==> src/rtl/ilsat_pkg.sv <==
`timescale 1ns / 1ps
// ----------------------------------------------------------------------------
// Inclusive LRU tag store: shared definitions
// Geometry of the tag store, derived widths and the records that pass from
// the front end to the back end.
// ----------------------------------------------------------------------------
package ilsat_pkg;

	localparam int SETS      = 1024;
	localparam int WAYS      = 8;
	localparam int ADDR_BITS = 40;

	localparam int FIELD_W = 40;
	localparam int TAG_W   = (ADDR_BITS < FIELD_W) ? ADDR_BITS : FIELD_W;
	localparam int SET_W   = (SETS > 1) ? $clog2(SETS) : 1;
	localparam int WAY_W   = (WAYS > 1) ? $clog2(WAYS) : 1;
	localparam int RANK_W  = WAY_W;

	localparam int QDEPTH  = 2;
	localparam int QPTR_W  = (QDEPTH > 1) ? $clog2(QDEPTH) : 1;
	localparam int QCNT_W  = $clog2(QDEPTH + 1);

	typedef struct packed {
		logic [TAG_W-1:0] tag;
		logic [SET_W-1:0] set_idx;
		logic             instr;
	} acc_t;

	typedef struct packed {
		logic pop;
		logic clearing;
	} back_stat_t;

endpackage

==> src/rtl/ilsat_req_if.sv <==
`timescale 1ns / 1ps
// ----------------------------------------------------------------------------
// Access request channel
// Carries one cache access: the block address and its category.
// ----------------------------------------------------------------------------
interface ilsat_req_if import ilsat_pkg::*; ();

	logic               valid;
	logic               ready;
	logic [FIELD_W-1:0] block_addr;
	logic               is_instruction;

	modport source (output valid, block_addr, is_instruction, input ready);
	modport sink   (input valid, block_addr, is_instruction, output ready);

endinterface

==> src/rtl/ilsat_front.sv <==
`timescale 1ns / 1ps
// ----------------------------------------------------------------------------
// Inclusive LRU tag store: front end
// Accepts accesses, reduces the address to tag and set index, and holds
// them in a short queue for the back end.
// ----------------------------------------------------------------------------
module ilsat_front import ilsat_pkg::*; (
	input  logic        clk,
	input  logic        arst_n,
	ilsat_req_if.sink   req,
	input  back_stat_t  stat,
	output acc_t        head,
	output logic        head_valid
);

	acc_t              q_mem_q [QDEPTH];
	logic [QPTR_W-1:0] wr_ptr_q;
	logic [QPTR_W-1:0] rd_ptr_q;
	logic [QCNT_W-1:0] count_q;
	acc_t              acc_in;
	logic              push;
	logic              pop;

	always_comb begin
		acc_in.tag     = TAG_W'(req.block_addr);
		acc_in.set_idx = SET_W'(acc_in.tag & TAG_W'(SETS - 1));
		acc_in.instr   = req.is_instruction;
	end

	assign req.ready  = (count_q != QCNT_W'(QDEPTH)) && !stat.clearing;
	assign push       = req.valid && req.ready;
	assign pop        = stat.pop && head_valid;
	assign head_valid = (count_q != '0);
	assign head       = q_mem_q[rd_ptr_q];

	always_ff @(posedge clk) begin
		if (push) begin
			q_mem_q[wr_ptr_q] <= acc_in;
		end
	end

	always_ff @(posedge clk or negedge arst_n) begin
		if (!arst_n) begin
			wr_ptr_q <= '0;
			rd_ptr_q <= '0;
			count_q  <= '0;
		end else begin
			if (push) begin
				wr_ptr_q <= (wr_ptr_q == QPTR_W'(QDEPTH - 1)) ? '0 : wr_ptr_q + QPTR_W'(1);
			end
			if (pop) begin
				rd_ptr_q <= (rd_ptr_q == QPTR_W'(QDEPTH - 1)) ? '0 : rd_ptr_q + QPTR_W'(1);
			end
			if (push && !pop) begin
				count_q <= count_q + QCNT_W'(1);
			end else if (pop && !push) begin
				count_q <= count_q - QCNT_W'(1);
			end
		end
	end

endmodule

==> src/flat_wrapper.sv <==
// flat-port wrapper written by rule: the top's interface ports become plain ports
module ilsat_front_flat import ilsat_pkg::*;
  (clk, arst_n, stat, head, head_valid, req_valid, req_block_addr, req_is_instruction, req_ready);
  ilsat_req_if req_i ();
  input  logic clk;
  input  logic arst_n;
  input  back_stat_t stat;
  output acc_t head;
  output logic head_valid;
  input wire logic [$bits(req_i.valid)-1:0] req_valid;
  input wire logic [$bits(req_i.block_addr)-1:0] req_block_addr;
  input wire logic [$bits(req_i.is_instruction)-1:0] req_is_instruction;
  output wire logic [$bits(req_i.ready)-1:0] req_ready;
  assign req_i.valid = req_valid;
  assign req_i.block_addr = req_block_addr;
  assign req_i.is_instruction = req_is_instruction;
  assign req_ready = req_i.ready;
  ilsat_front u_core (.clk(clk), .arst_n(arst_n), .req(req_i), .stat(stat), .head(head), .head_valid(head_valid));
endmodule
==> config.mk <==
export PLATFORM = sky130hd
export DESIGN_NAME = ilsat_front_flat
export DESIGN_NICKNAME = d
export VERILOG_FILES = /design/src/rtl/ilsat_pkg.sv /design/src/rtl/ilsat_req_if.sv /design/src/rtl/ilsat_front.sv /design/src/flat_wrapper.sv
export SDC_FILE = /design/constraint.sdc
export NUM_CORES = 1
export LEC_CHECK = 0
export ABC_CLOCK_PERIOD_IN_PS = 8650
export BUFFER_PORTS_ARGS = -buffer_cell sky130_fd_sc_hd__buf_2
export CAP_MARGIN = 20
export CORE_MARGIN = 2
export CORE_UTILIZATION = 30
export CTS_CLUSTER_SIZE = 16
export DETAILED_ROUTE_END_ITERATION = 12
export PLACE_DENSITY_LB_ADDON = 0.08
export SETUP_SLACK_MARGIN = 0.02
export SLEW_MARGIN = 10
export SYNTH_ARGS = -nofsm -noshare
export SYNTH_HDL_FRONTEND = slang
export SYNTH_SLANG_ARGS = --single-unit
==> constraint.sdc <==
create_clock -name clk -period 8.65 [get_ports clk]
set_input_delay 0.865 -clock clk [delete_from_list [all_inputs] [get_ports clk]]
set_output_delay 0.865 -clock clk [all_outputs]
set_load 0.005 [all_outputs]
Word-level counts from Yosys, hierarchy flattened
Memories as Yosys holds them, arrays and structs flattened.
Index checks and enable logic that the tools add are counted.
- register bits: 4
- RAM bits: 102
- input bits: 46
- word-level logic and storage cells: 25
- memories: 1
- memory list (name ; depth ; width ; rd ports ; clocked after Yosys merged registers in ; write ports ; RTL line ; RTL):
    u_core.q_mem_q ; 2 ; 51 ; 1 ; 0 ; 1 ; ilsat_front.sv:16 ; acc_t q_mem_q [QDEPTH];
- add/subtract/negate cells: 4
- equal/unequal tests: 1
- mux-type cells: 6
- reduce and logical (&&, ||, !) cells: 10
- operators with widths (kind ; count):
    $logic_and A1 B1 Y1 ; 5
    $mux W1 ; 4
    $mux W2 ; 2
    $reduce_bool A2 Y1 ; 2
    $logic_not A1 Y1 ; 3
    $add A1 B1 Y1 const B ; 2
    $add A2 B1 Y2 const B ; 1
    $ne A2 B2 Y1 const B ; 1
    $sub A2 B1 Y2 const B ; 1

Logic depth before layout (Yosys ltp)
Gate-level depths: netlist of the first run.
- word-level depth: 7
- depth in mapped cells: 6
- gate-level depth less buffers: 6

Worst setup path before layout of the first run
Ideal clock, no wire load.
- path type: input -> register
- start point: input port stat[0] (netlist bit)
- end point: memory u_core.q_mem_q[0][0] (netlist bit) (enable)
- setup time: 0.444 ns
- data arrival time: 2.980 ns
- required time: 8.206 ns
- setup slack: 5.226 ns
- stages on the path: 2
- path buffers: 0
- cells stage by stage: nor3b_4 -> nor2b_1
- longest elaborated chain between the ends: 5
- RTL lines (item ; RTL line ; RTL):
    from (decl) ; flat_wrapper.sv:7 ; input back_stat_t stat;
    $logic_not A1 Y1 ; ilsat_front.sv:30 ; assign req.ready = (count_q != QCNT_W'(QDEPTH)) && !stat.clearing;
    $logic_and A1 B1 Y1 ; ilsat_front.sv:30 ;
    $logic_and A1 B1 Y1 ; ilsat_front.sv:31 ; assign push = req.valid && req.ready;
    $mux W1 ; ilsat_front.sv:37 ; if (push) begin
    $mux W1 (implied by the code) ; ilsat_front.sv:38 ; q_mem_q[wr_ptr_q] <= acc_in;
    to (decl) ; ilsat_front.sv:16 ;
Every way passes these cells.

==> results.json, run 1 <==
{
  "overflow": 0,
  "hold_viol": 0,
  "synth_top_area_share": 0.7546,
  "postCtsResizedCells": 0,
  "crit_required_ps": 7790,
  "synth_seq_cells": 86,
  "grt_first_pass_wirelength_um": 8887,
  "postRouteAntennaNets": 0,
  "pin_count": 99,
  "clk_pin_slew_ps": 80,
  "gp_congestion": 0.6614,
  "die_h_um": 108.3,
  "wl_per_cell_um": 14.80,
  "cts_made_buffers": 9,
  "grt_pass1_vias": 1692,
  "drv_cap": 0,
  "hpwl_um": 3559,
  "synth-seq-area-share": 0.7853,
  "grt.total_usage": 0.1065,
  "critPathKind": "reg -> out",
  "skew_ps": 5.811,
  "synth.distinct_cells": 17,
  "instances_no_fill": 397,
  "worst_ep_arrival_time_ps": 1730,
  "dpl-instance-area_mm2": 0.003821,
  "fill_cells": 1045,
  "clk-insertion-delay-late_ps": 340,
  "status": "completed",
  "die_w_um": 108.3,
  "cp_max_fo": 30,
  "leakagePower_nw": 1.535,
  "timing.hold.ws_ps": 313.5,
  "final_area_mm2": 0.004095,
  "final_common_cell": "buf_2",
  "netlist_area_mm2": 0.003263,
  "syn_nets": 203,
  "finalSetupTns_ps": 0,
  "maxSlewHeadroom": 0.5946,
  "reg2reg_from": "u_core.count_q[1]",
  "place_ws_ps": 6037,
  "drtIter0Drc": 45,
  "utilization": 0.3811,
  "ff_latch_area_mm2": 0.002564,
  "powerDensity_mw_per_mm2": 285.7,
  "syn2layout_area_growth_pct": 25.50,
  "setup_violations": 0,
  "initial_core_util": 0.3037,
  "finalWirelength_um": 5876,
  "final_cell_mix": "98 x buf_2, 82 x edfxtp_1, 39 x mux2_1",
  "drive_above_1_share": 0.4747,
  "core_area_mm2": 0.01075,
  "synth.area.top_cells": "edfxtp_1 75%, mux2_1 13%, dfrtp_1 3.1%",
  "antenna_cells": 0,
  "power_mw": 1.170,
  "antenna_found_initial": 0,
  "multiInputGateArea_um2": 584.3,
  "tightest_slew_ps": 608.2,
  "post_cts.repair.setup_buffers": 0,
  "htree_levels": 3,
  "synth_largest_area_cell": "edfxtp_1",
  "cts_hold_buf": 0,
  "firstDrtPassIters": 6,
  "r2r-end": "u_core.q_mem_q[0][22]",
  "syn-instance-count": 156,
  "cp-end-kind": "output pin",
  "cts_tree": "built",
  "period_share": 0.3004,
  "vdd_drop_max_v": 0.0001194,
  "drc": 0,
  "synth.avg_cell_area_um2": 20.92,
  "cp-start-kind": "flip-flop",
  "ys_warn_count": 0,
  "vias": 1631,
  "setup_slack_ps": 6052,
  "clockRootBuffer": "clkbuf_8",
  "r2r_cells": 4,
  "clk_path_buf_depth": 2,
  "fin_crit_ps": 2598,
  "final_nets": 300,
  "dp.cells": 380,
  "grt_start_max_net_pins": 43,
  "slew_viol_final": 0,
  "cts.sinks": 86,
  "regToRegSetupSlack_ps": 6760,
  "min_path_type": "in -> async",
  "grt_setup_unrepaired": "false",
  "dieArea_mm2": 0.01173,
  "vias_per_cell": 4.108,
  "port-buffer-count": 98,
  "fmax_ghz": 0.3849,
  "rows": 38
}
-- registers in the layout, indices dropped and copies added (netlist names) --
| name | count |
|---|---|
| u_core.q_mem_q | 82 |
| u_core.count_q | 2 |
| u_core.rd_ptr_q | 1 |
| u_core.wr_ptr_q | 1 |
-- where the power goes --
| part | internal [mW] | switching, mW | leakage, nW |
|---|---|---|---|
| logic | 0.150 | 0.143 | 0.626 |
| clock network | 0.190 | 0.135 | 0.113 |
| registers | 0.521 | 0.0304 | 0.795 |
| total | 0.861 | 0.309 | 1.53 |
-- cell usage after synthesis --
cell type	number
mux2_2	2
edfxtp_1	82
ha_1	1
and2_1	1
or2_1	1
nor2b_1	1
nor3b_4	1
xnor2_1	2
xor2_1	3
dfrtp_1	4
nor2_1	2
buf_6	4
buf_4	10
buf_2	1
nand2_1	1
mux2_1	39
nor2b_2	1
-- layer usage --
metal  global-route usage  share of wire  vias to the layer above
li1                     -              -                      782
met1               0.1227           0.43                      786
met2               0.1743           0.48                       55
met3              0.03858          0.073                        8
met4              0.05495          0.018                        0
met5                    0              0                        -
-- kinds of logic after synthesis --
| family | Yosys count | synth area share |
|---|---|---|
| simple gates | 8 | 0.01764 |
| buf+inv | 15 | 0.03834 |
| xor+xnor | 5 | 0.01342 |
| flops | 86 | 0.7853 |
| mux | 41 | 0.1415 |
| fa+ha+maj | 1 | 0.003834 |
-- worst max-delay path by stage --
stage / end / cells after the start / from
2_1_floorplan: u_core.q_mem_q[0][0] / 2 / stat[0]
3_3_place_gp: u_core.q_mem_q[1][23] / 3 / stat[0]
3_5_place_dp: u_core.q_mem_q[1][24] / 3 / stat[0]
4_1_cts: head[10] / 2 / u_core.rd_ptr_q
5_1_grt: head[20] / 3 / u_core.rd_ptr_q
6_report: head[20] / 3 / u_core.rd_ptr_q
-- final cells by class --
type / instances / share of cell area
Sequential cell: 86 / 0.6260
Multi-Input combinational cell: 55 / 0.1427
Timing Repair Buffer: 101 / 0.1314
Tap cell: 140 / 0.04277
Clock buffer: 9 / 0.03025
Clock inverter: 6 / 0.02689
-- worst max-delay path, cell delays in order (launching register included) --
cell and delay [ps]:
dfrtp_2 590, buf_12 270, mux2_1 380, buf_2 140
(Power assumes the default switching activity.)
==> run 2: changes to the inputs <==
Settings changed: ABC_CLOCK_PERIOD_IN_PS 8650 to 2500.
Clock period 8.65 ns to 2.5 ns, I/O delays scaled along.
==> run 2 against run 1 <==
Compared with the run above:
- die area unchanged
- sequential share of layout area down 0.36 points
- register-to-register slack worse by 6100 ps
- clock-buffer cell count up 1
- critical endpoint is now u_core.q_mem_q[1][33]
- largest power group unchanged
==> results.json, run 2 (synthesized netlist as in run 1, its figures left out) <==
{
  "finalWirelength_um": 5771,
  "drc": 0,
  "holdPathStages": 1,
  "maxSlewHeadroom": 0.7047,
  "die_h_um": 108.3,
  "cts.sinks": 86,
  "critPathKind": "reg -> reg",
  "setup_violations": 0,
  "grt_pass1_vias": 1755,
  "hold_viol": 0,
  "cp-start-kind": "flip-flop",
  "final_cell_mix": "98 x buf_2, 82 x edfxtp_1, 39 x mux2_1",
  "overflow": 0,
  "largest_reg_flops": 82,
  "regToRegSetupSlack_ps": 670,
  "worstHoldStart": "req_block_addr[23]",
  "cp-end-kind": "flip-flop",
  "cp_max_fo": 21,
  "firstDrtPassIters": 4,
  "dieArea_mm2": 0.01173,
  "initial_core_util": 0.3037,
  "syn2layout_area_growth_pct": 26.23,
  "grt_start_max_net_pins": 26,
  "drv_cap": 0,
  "grt_first_pass_wirelength_um": 8804,
  "power_frac_seq": 0.459,
  "crit_family": "simple AND/OR/NAND/NOR gates",
  "r2r-end": "u_core.q_mem_q[1][33]",
  "min_path_type": "in -> reg",
  "slew_viol_final": 0,
  "powerDensity_mw_per_mm2": 981.7,
  "r2r_cells": 4,
  "clk-insertion-delay-late_ps": 350,
  "crit_required_ps": 2560,
  "skew_ps": 10.38,
  "p_int_mw": 2.979,
  "crit_chain": "nor2b_2 > nor3b_4 > and2_2 > buf_12",
  "reg_top3": "u_core.q_mem_q: 82 flops, u_core.count_q: 2 flops",
  "cts_made_buffers": 9,
  "vias": 1663,
  "power_mw": 4.044,
  "grt.total_usage": 0.1046,
  "setup_slack_ps": 670.0,
  "worst_ep_arrival_time_ps": 1890,
  "tightest_slew_ps": 442.9,
  "status": "completed",
  "drtIter0Drc": 51,
  "post_cts.repair.setup_buffers": 0,
  "place_ws_ps": 645.8,
  "pwr-share-clk": 0.281,
  "die_w_um": 108.3,
  "fin_crit_ps": 1830,
  "switching_share": 0.2633,
  "clockRootBuffer": "clkbuf_8",
  "core_area_mm2": 0.01075,
  "vias_per_cell": 4.137,
  "drive_above_1_share": 0.4771,
  "clk_pin_slew_ps": 80,
  "final_nets": 304,
  "crit_path_top_delay_cell": "and2_2",
  "final_common_cell": "buf_2",
  "port-buffer-count": 98,
  "cp_num_buf_inv": 1,
  "grt_setup_unrepaired": "false",
  "power.switching_mw": 1.065,
  "reg2reg_from": "u_core.count_q[1]",
  "vdd_drop_max_v": 0.0004359,
  "fmax_ghz": 0.5464,
  "leakagePower_nw": 1.550,
  "pwr-share-comb": 0.260,
  "antenna_cells": 0,
  "cts_tree": "built",
  "clk_path_buf_depth": 2,
  "period_share": 0.7320,
  "rows": 38,
  "top_register": "u_core.q_mem_q",
  "htree_levels": 3,
  "instances_no_fill": 402,
  "postRouteAntennaNets": 0,
  "gp_congestion": 0.6340,
  "wl_per_cell_um": 14.36,
  "dp.cells": 385,
  "pin_count": 99,
  "worstHoldEndpoint": "u_core.q_mem_q[0][34]",
  "cpPeakStageDelay_ps": 480,
  "antenna_found_initial": 0,
  "hpwl_um": 3801,
  "finalSetupTns_ps": 0
}
[run 2: changes by cell type in the layout (fill, tap and decap cells not counted), sizes merged]
cell         previous run  this run
clkbuf                  9        10
dlygate4sd3             0         1
inv                     1         0
buf                   101       104
clkinv                  1         2
[run 2: timing repair]
| item | 4_1_cts | 5_1_grt |
|---|---|---|
| resized for setup | 0 | 0 |
| hold endpoints to repair | 4 | 0 |
| hold buffers | 1 | 0 |
[run 2: worst max-delay path by stage]
stage,from,endpoint,slack (ps),cells past startpoint
floorplan,u_core.count_q[1],u_core.q_mem_q[0][0],180,3
global placement,u_core.count_q[1],u_core.q_mem_q[1][31],630,4
detailed placement,u_core.count_q[1],u_core.q_mem_q[1][31],650,4
CTS,u_core.rd_ptr_q,head[19],610,3
global route,u_core.count_q[1],u_core.q_mem_q[1][16],540,4
finish,u_core.count_q[1],u_core.q_mem_q[1][33],670,4
[run 2: final cells by class]
type                       instances  area [µm²]
clock buffer                      10       127.6
tap                              140       175.2
multi-input combinational         55       584.3
sequential                        86        2564
clock inverter                     6       110.1
timing repair buffer             105       558.0
fill                            1070        6626
[run 2: power groups by stage]
stage                     Sequential, mW  Combinational (mW)  Clock (mW)
after global placement              1.89                1.10           0
after global routing                1.88                1.18        1.24
final                               1.86                1.05        1.14
after floorplan                     1.88               0.721           0
after CTS                           1.86                1.09        1.17
after detailed placement            1.89                1.08           0
[run 2: worst reg2reg max path, cell delays in order, from the launching register on]
cell and delay [ps]:
dfrtp_1 390, nor2b_2 180, nor3b_4 250, and2_2 480, buf_12 240
[run 2: routing by layer]
metal	wire [µm]	vias up	global-route usage
li1	-	789	-
met1	2530	804	0.1314
met4	107	0	0.05220
met2	2776	59	0.1622
met3	357	11	0.03436
met5	0	-	0
[run 2: per-stage QoR]
step | hold WS [ps] | cell area [µm²] | util
4_1_cts | 62.44 | 4119 | 0.3833
2_1_floorplan | -45.59 | 3266 | -
5_1_grt | 60.03 | 4119 | 0.3833
3_5_place_dp | 66.37 | 3871 | 0.3603
6_report | 83.42 | 4119 | 0.3833
3_3_place_gp | 68.64 | 3871 | 0.3603
==> run 3: changes to the inputs <==
Settings changed: ABC_CLOCK_PERIOD_IN_PS 2500 to 1800.
Clock period 2.5 ns to 1.8 ns, I/O delays scaled along.
==> run 3 against run 2 <==
Compared with the run above:
- clock power up 11%
- first-iteration DRC count fell by 3.9%
- die area stayed put
- sequential cell count unchanged
- cell count rose by 0.25%
- critical path type is now reg -> out
- core utilization is 0.14 points lower
==> results.json, run 3 (synthesized netlist as in run 1, its figures left out) <==
{
  "status": "completed",
  "top_usage_layer": "met2",
  "cts_hold_buf": 1,
  "pwr-share-comb": 0.282,
  "die_h_um": 108.3,
  "power_mw": 5.380,
  "antenna_found_initial": 0,
  "cts_made_buffers": 9,
  "hpwl_um": 3807,
  "use_met3": 0.03074,
  "slew_viol_final": 0,
  "grt_start_max_net_pins": 32,
  "period_share": 0.9258,
  "power.switching_mw": 1.471,
  "htree_levels": 3,
  "pwr-share-clk": 0.235,
  "final_area_mm2": 0.004104,
  "leakagePower_nw": 1.542,
  "powerDensity_mw_per_mm2": 1311,
  "reg_top3": "u_core.q_mem_q: 82 flops, u_core.count_q: 2 flops",
  "cts.sinks": 86,
  "hold_viol": 0,
  "clk_pin_slew_ps": 80,
  "power_frac_seq": 0.482,
  "worst_ep_arrival_time_ps": 1490,
  "port-buffer-count": 98,
  "cp_max_fo": 31,
  "postCtsResizedCells": 0,
  "dieArea_mm2": 0.01173,
  "maxSlewHeadroom": 0.8438,
  "cp-start-kind": "flip-flop",
  "use_met1": 0.1269,
  "final_cell_mix": "98 x buf_2, 82 x edfxtp_1, 39 x mux2_1",
  "grt_setup_unrepaired": "false",
  "initial_core_util": 0.3037,
  "final_common_cell": "buf_2",
  "top_register": "u_core.q_mem_q",
  "critPathKind": "reg -> out",
  "fin_crit_ps": 1667,
  "die_w_um": 108.3,
  "drc": 0,
  "drv_cap": 0,
  "dpl-instance-area_mm2": 0.003901,
  "clk_path_buf_depth": 2,
  "timing.hold.ws_ps": 17.54,
  "drive_above_1_share": 0.4715,
  "rows": 38,
  "worstHoldStart": "req_block_addr[4]",
  "antenna_cells": 0,
  "reg2reg_from": "u_core.count_q[1]",
  "core_area_mm2": 0.01075,
  "pin_count": 99,
  "r2r-end": "u_core.q_mem_q[0][20]",
  "holdPathStages": 1,
  "r2r_cells": 4,
  "fmax_ghz": 0.6001,
  "grt_pass1_vias": 1675,
  "cp-end-kind": "output pin",
  "overflow": 0,
  "drtIter0Drc": 49,
  "worstHoldEndpoint": "u_core.q_mem_q[1][15]",
  "vias_per_cell": 4.134,
  "largest_reg_flops": 82,
  "skew_ps": 10.28,
  "firstDrtPassIters": 4,
  "p_int_mw": 3.909,
  "setup_violations": 0,
  "crit_required_ps": 1620,
  "grt.total_usage": 0.1009,
  "finalWirelength_um": 5730,
  "vdd_drop_max_v": 0.0004076,
  "wl_per_cell_um": 14.22,
  "vias": 1666,
  "grt_use_met2": 0.1586,
  "clockRootBuffer": "clkbuf_8",
  "grt_first_pass_wirelength_um": 8487,
  "tightest_slew_ps": 234.1,
  "post_cts.repair.setup_buffers": 0,
  "cts_tree": "built",
  "syn2layout_area_growth_pct": 25.77,
  "switching_share": 0.2735,
  "gp_congestion": 0.6694,
  "final_nets": 305,
  "min_path_type": "in -> reg",
  "clk-insertion-delay-late_ps": 340,
  "postRouteAntennaNets": 0,
  "regToRegSetupSlack_ps": 210
}
-- run 3: worst max-delay path by stage --
stage | startpoint | to
floorplan | u_core.count_q[1] | u_core.q_mem_q[0][0]
global placement | u_core.count_q[1] | u_core.q_mem_q[0][11]
detailed placement | u_core.count_q[1] | u_core.q_mem_q[0][11]
CTS | u_core.rd_ptr_q | head[13]
global route | u_core.rd_ptr_q | head[13]
finish | u_core.rd_ptr_q | head[13]
-- run 3: critical path: stages (launching register included) --
cell and delay [ps]:
dfrtp_2 390, buf_12 220, mux2_2 400, buf_2 140
-- run 3: layout make-up --
cell class | count | area (µm²)
multi-input cells | 55 | 589.3
well taps | 140 | 175.2
repair buffers | 106 | 593.1
fillers | 1043 | 6641
clock inverters | 4 | 47.55
flip-flops and latches | 86 | 2564
clock buffers | 12 | 135.1
-- run 3: power groups by stage --
stage               registers (mW)  clock network, mW  logic, mW
floorplan                     2.61                  0       1.02
global placement              2.64                  0       1.59
detailed placement            2.64                  0       1.57
CTS                           2.60               1.32       1.58
global route                  2.63               1.39       1.69
finish                        2.60               1.27       1.52
-- run 3: stage by stage --
stage | util | setup TNS (ps) | instances | setup slack [ps]
2_1_floorplan | - | -2686 | 156 | -65.51
3_3_place_gp | 0.3631 | 0 | 385 | 231.4
3_5_place_dp | 0.3631 | 0 | 385 | 196.4
4_1_cts | 0.3810 | 0 | 402 | 91.28
5_1_grt | 0.3819 | 0 | 403 | 62.05
6_report | 0.3819 | 0 | 403 | 133.5
-- run 3: routing by layer --
metal	wire length, µm	vias up
met1	2549	813
met3	362	5
met2	2759	58
li1	-	790
met4	59	0
met5	0	-
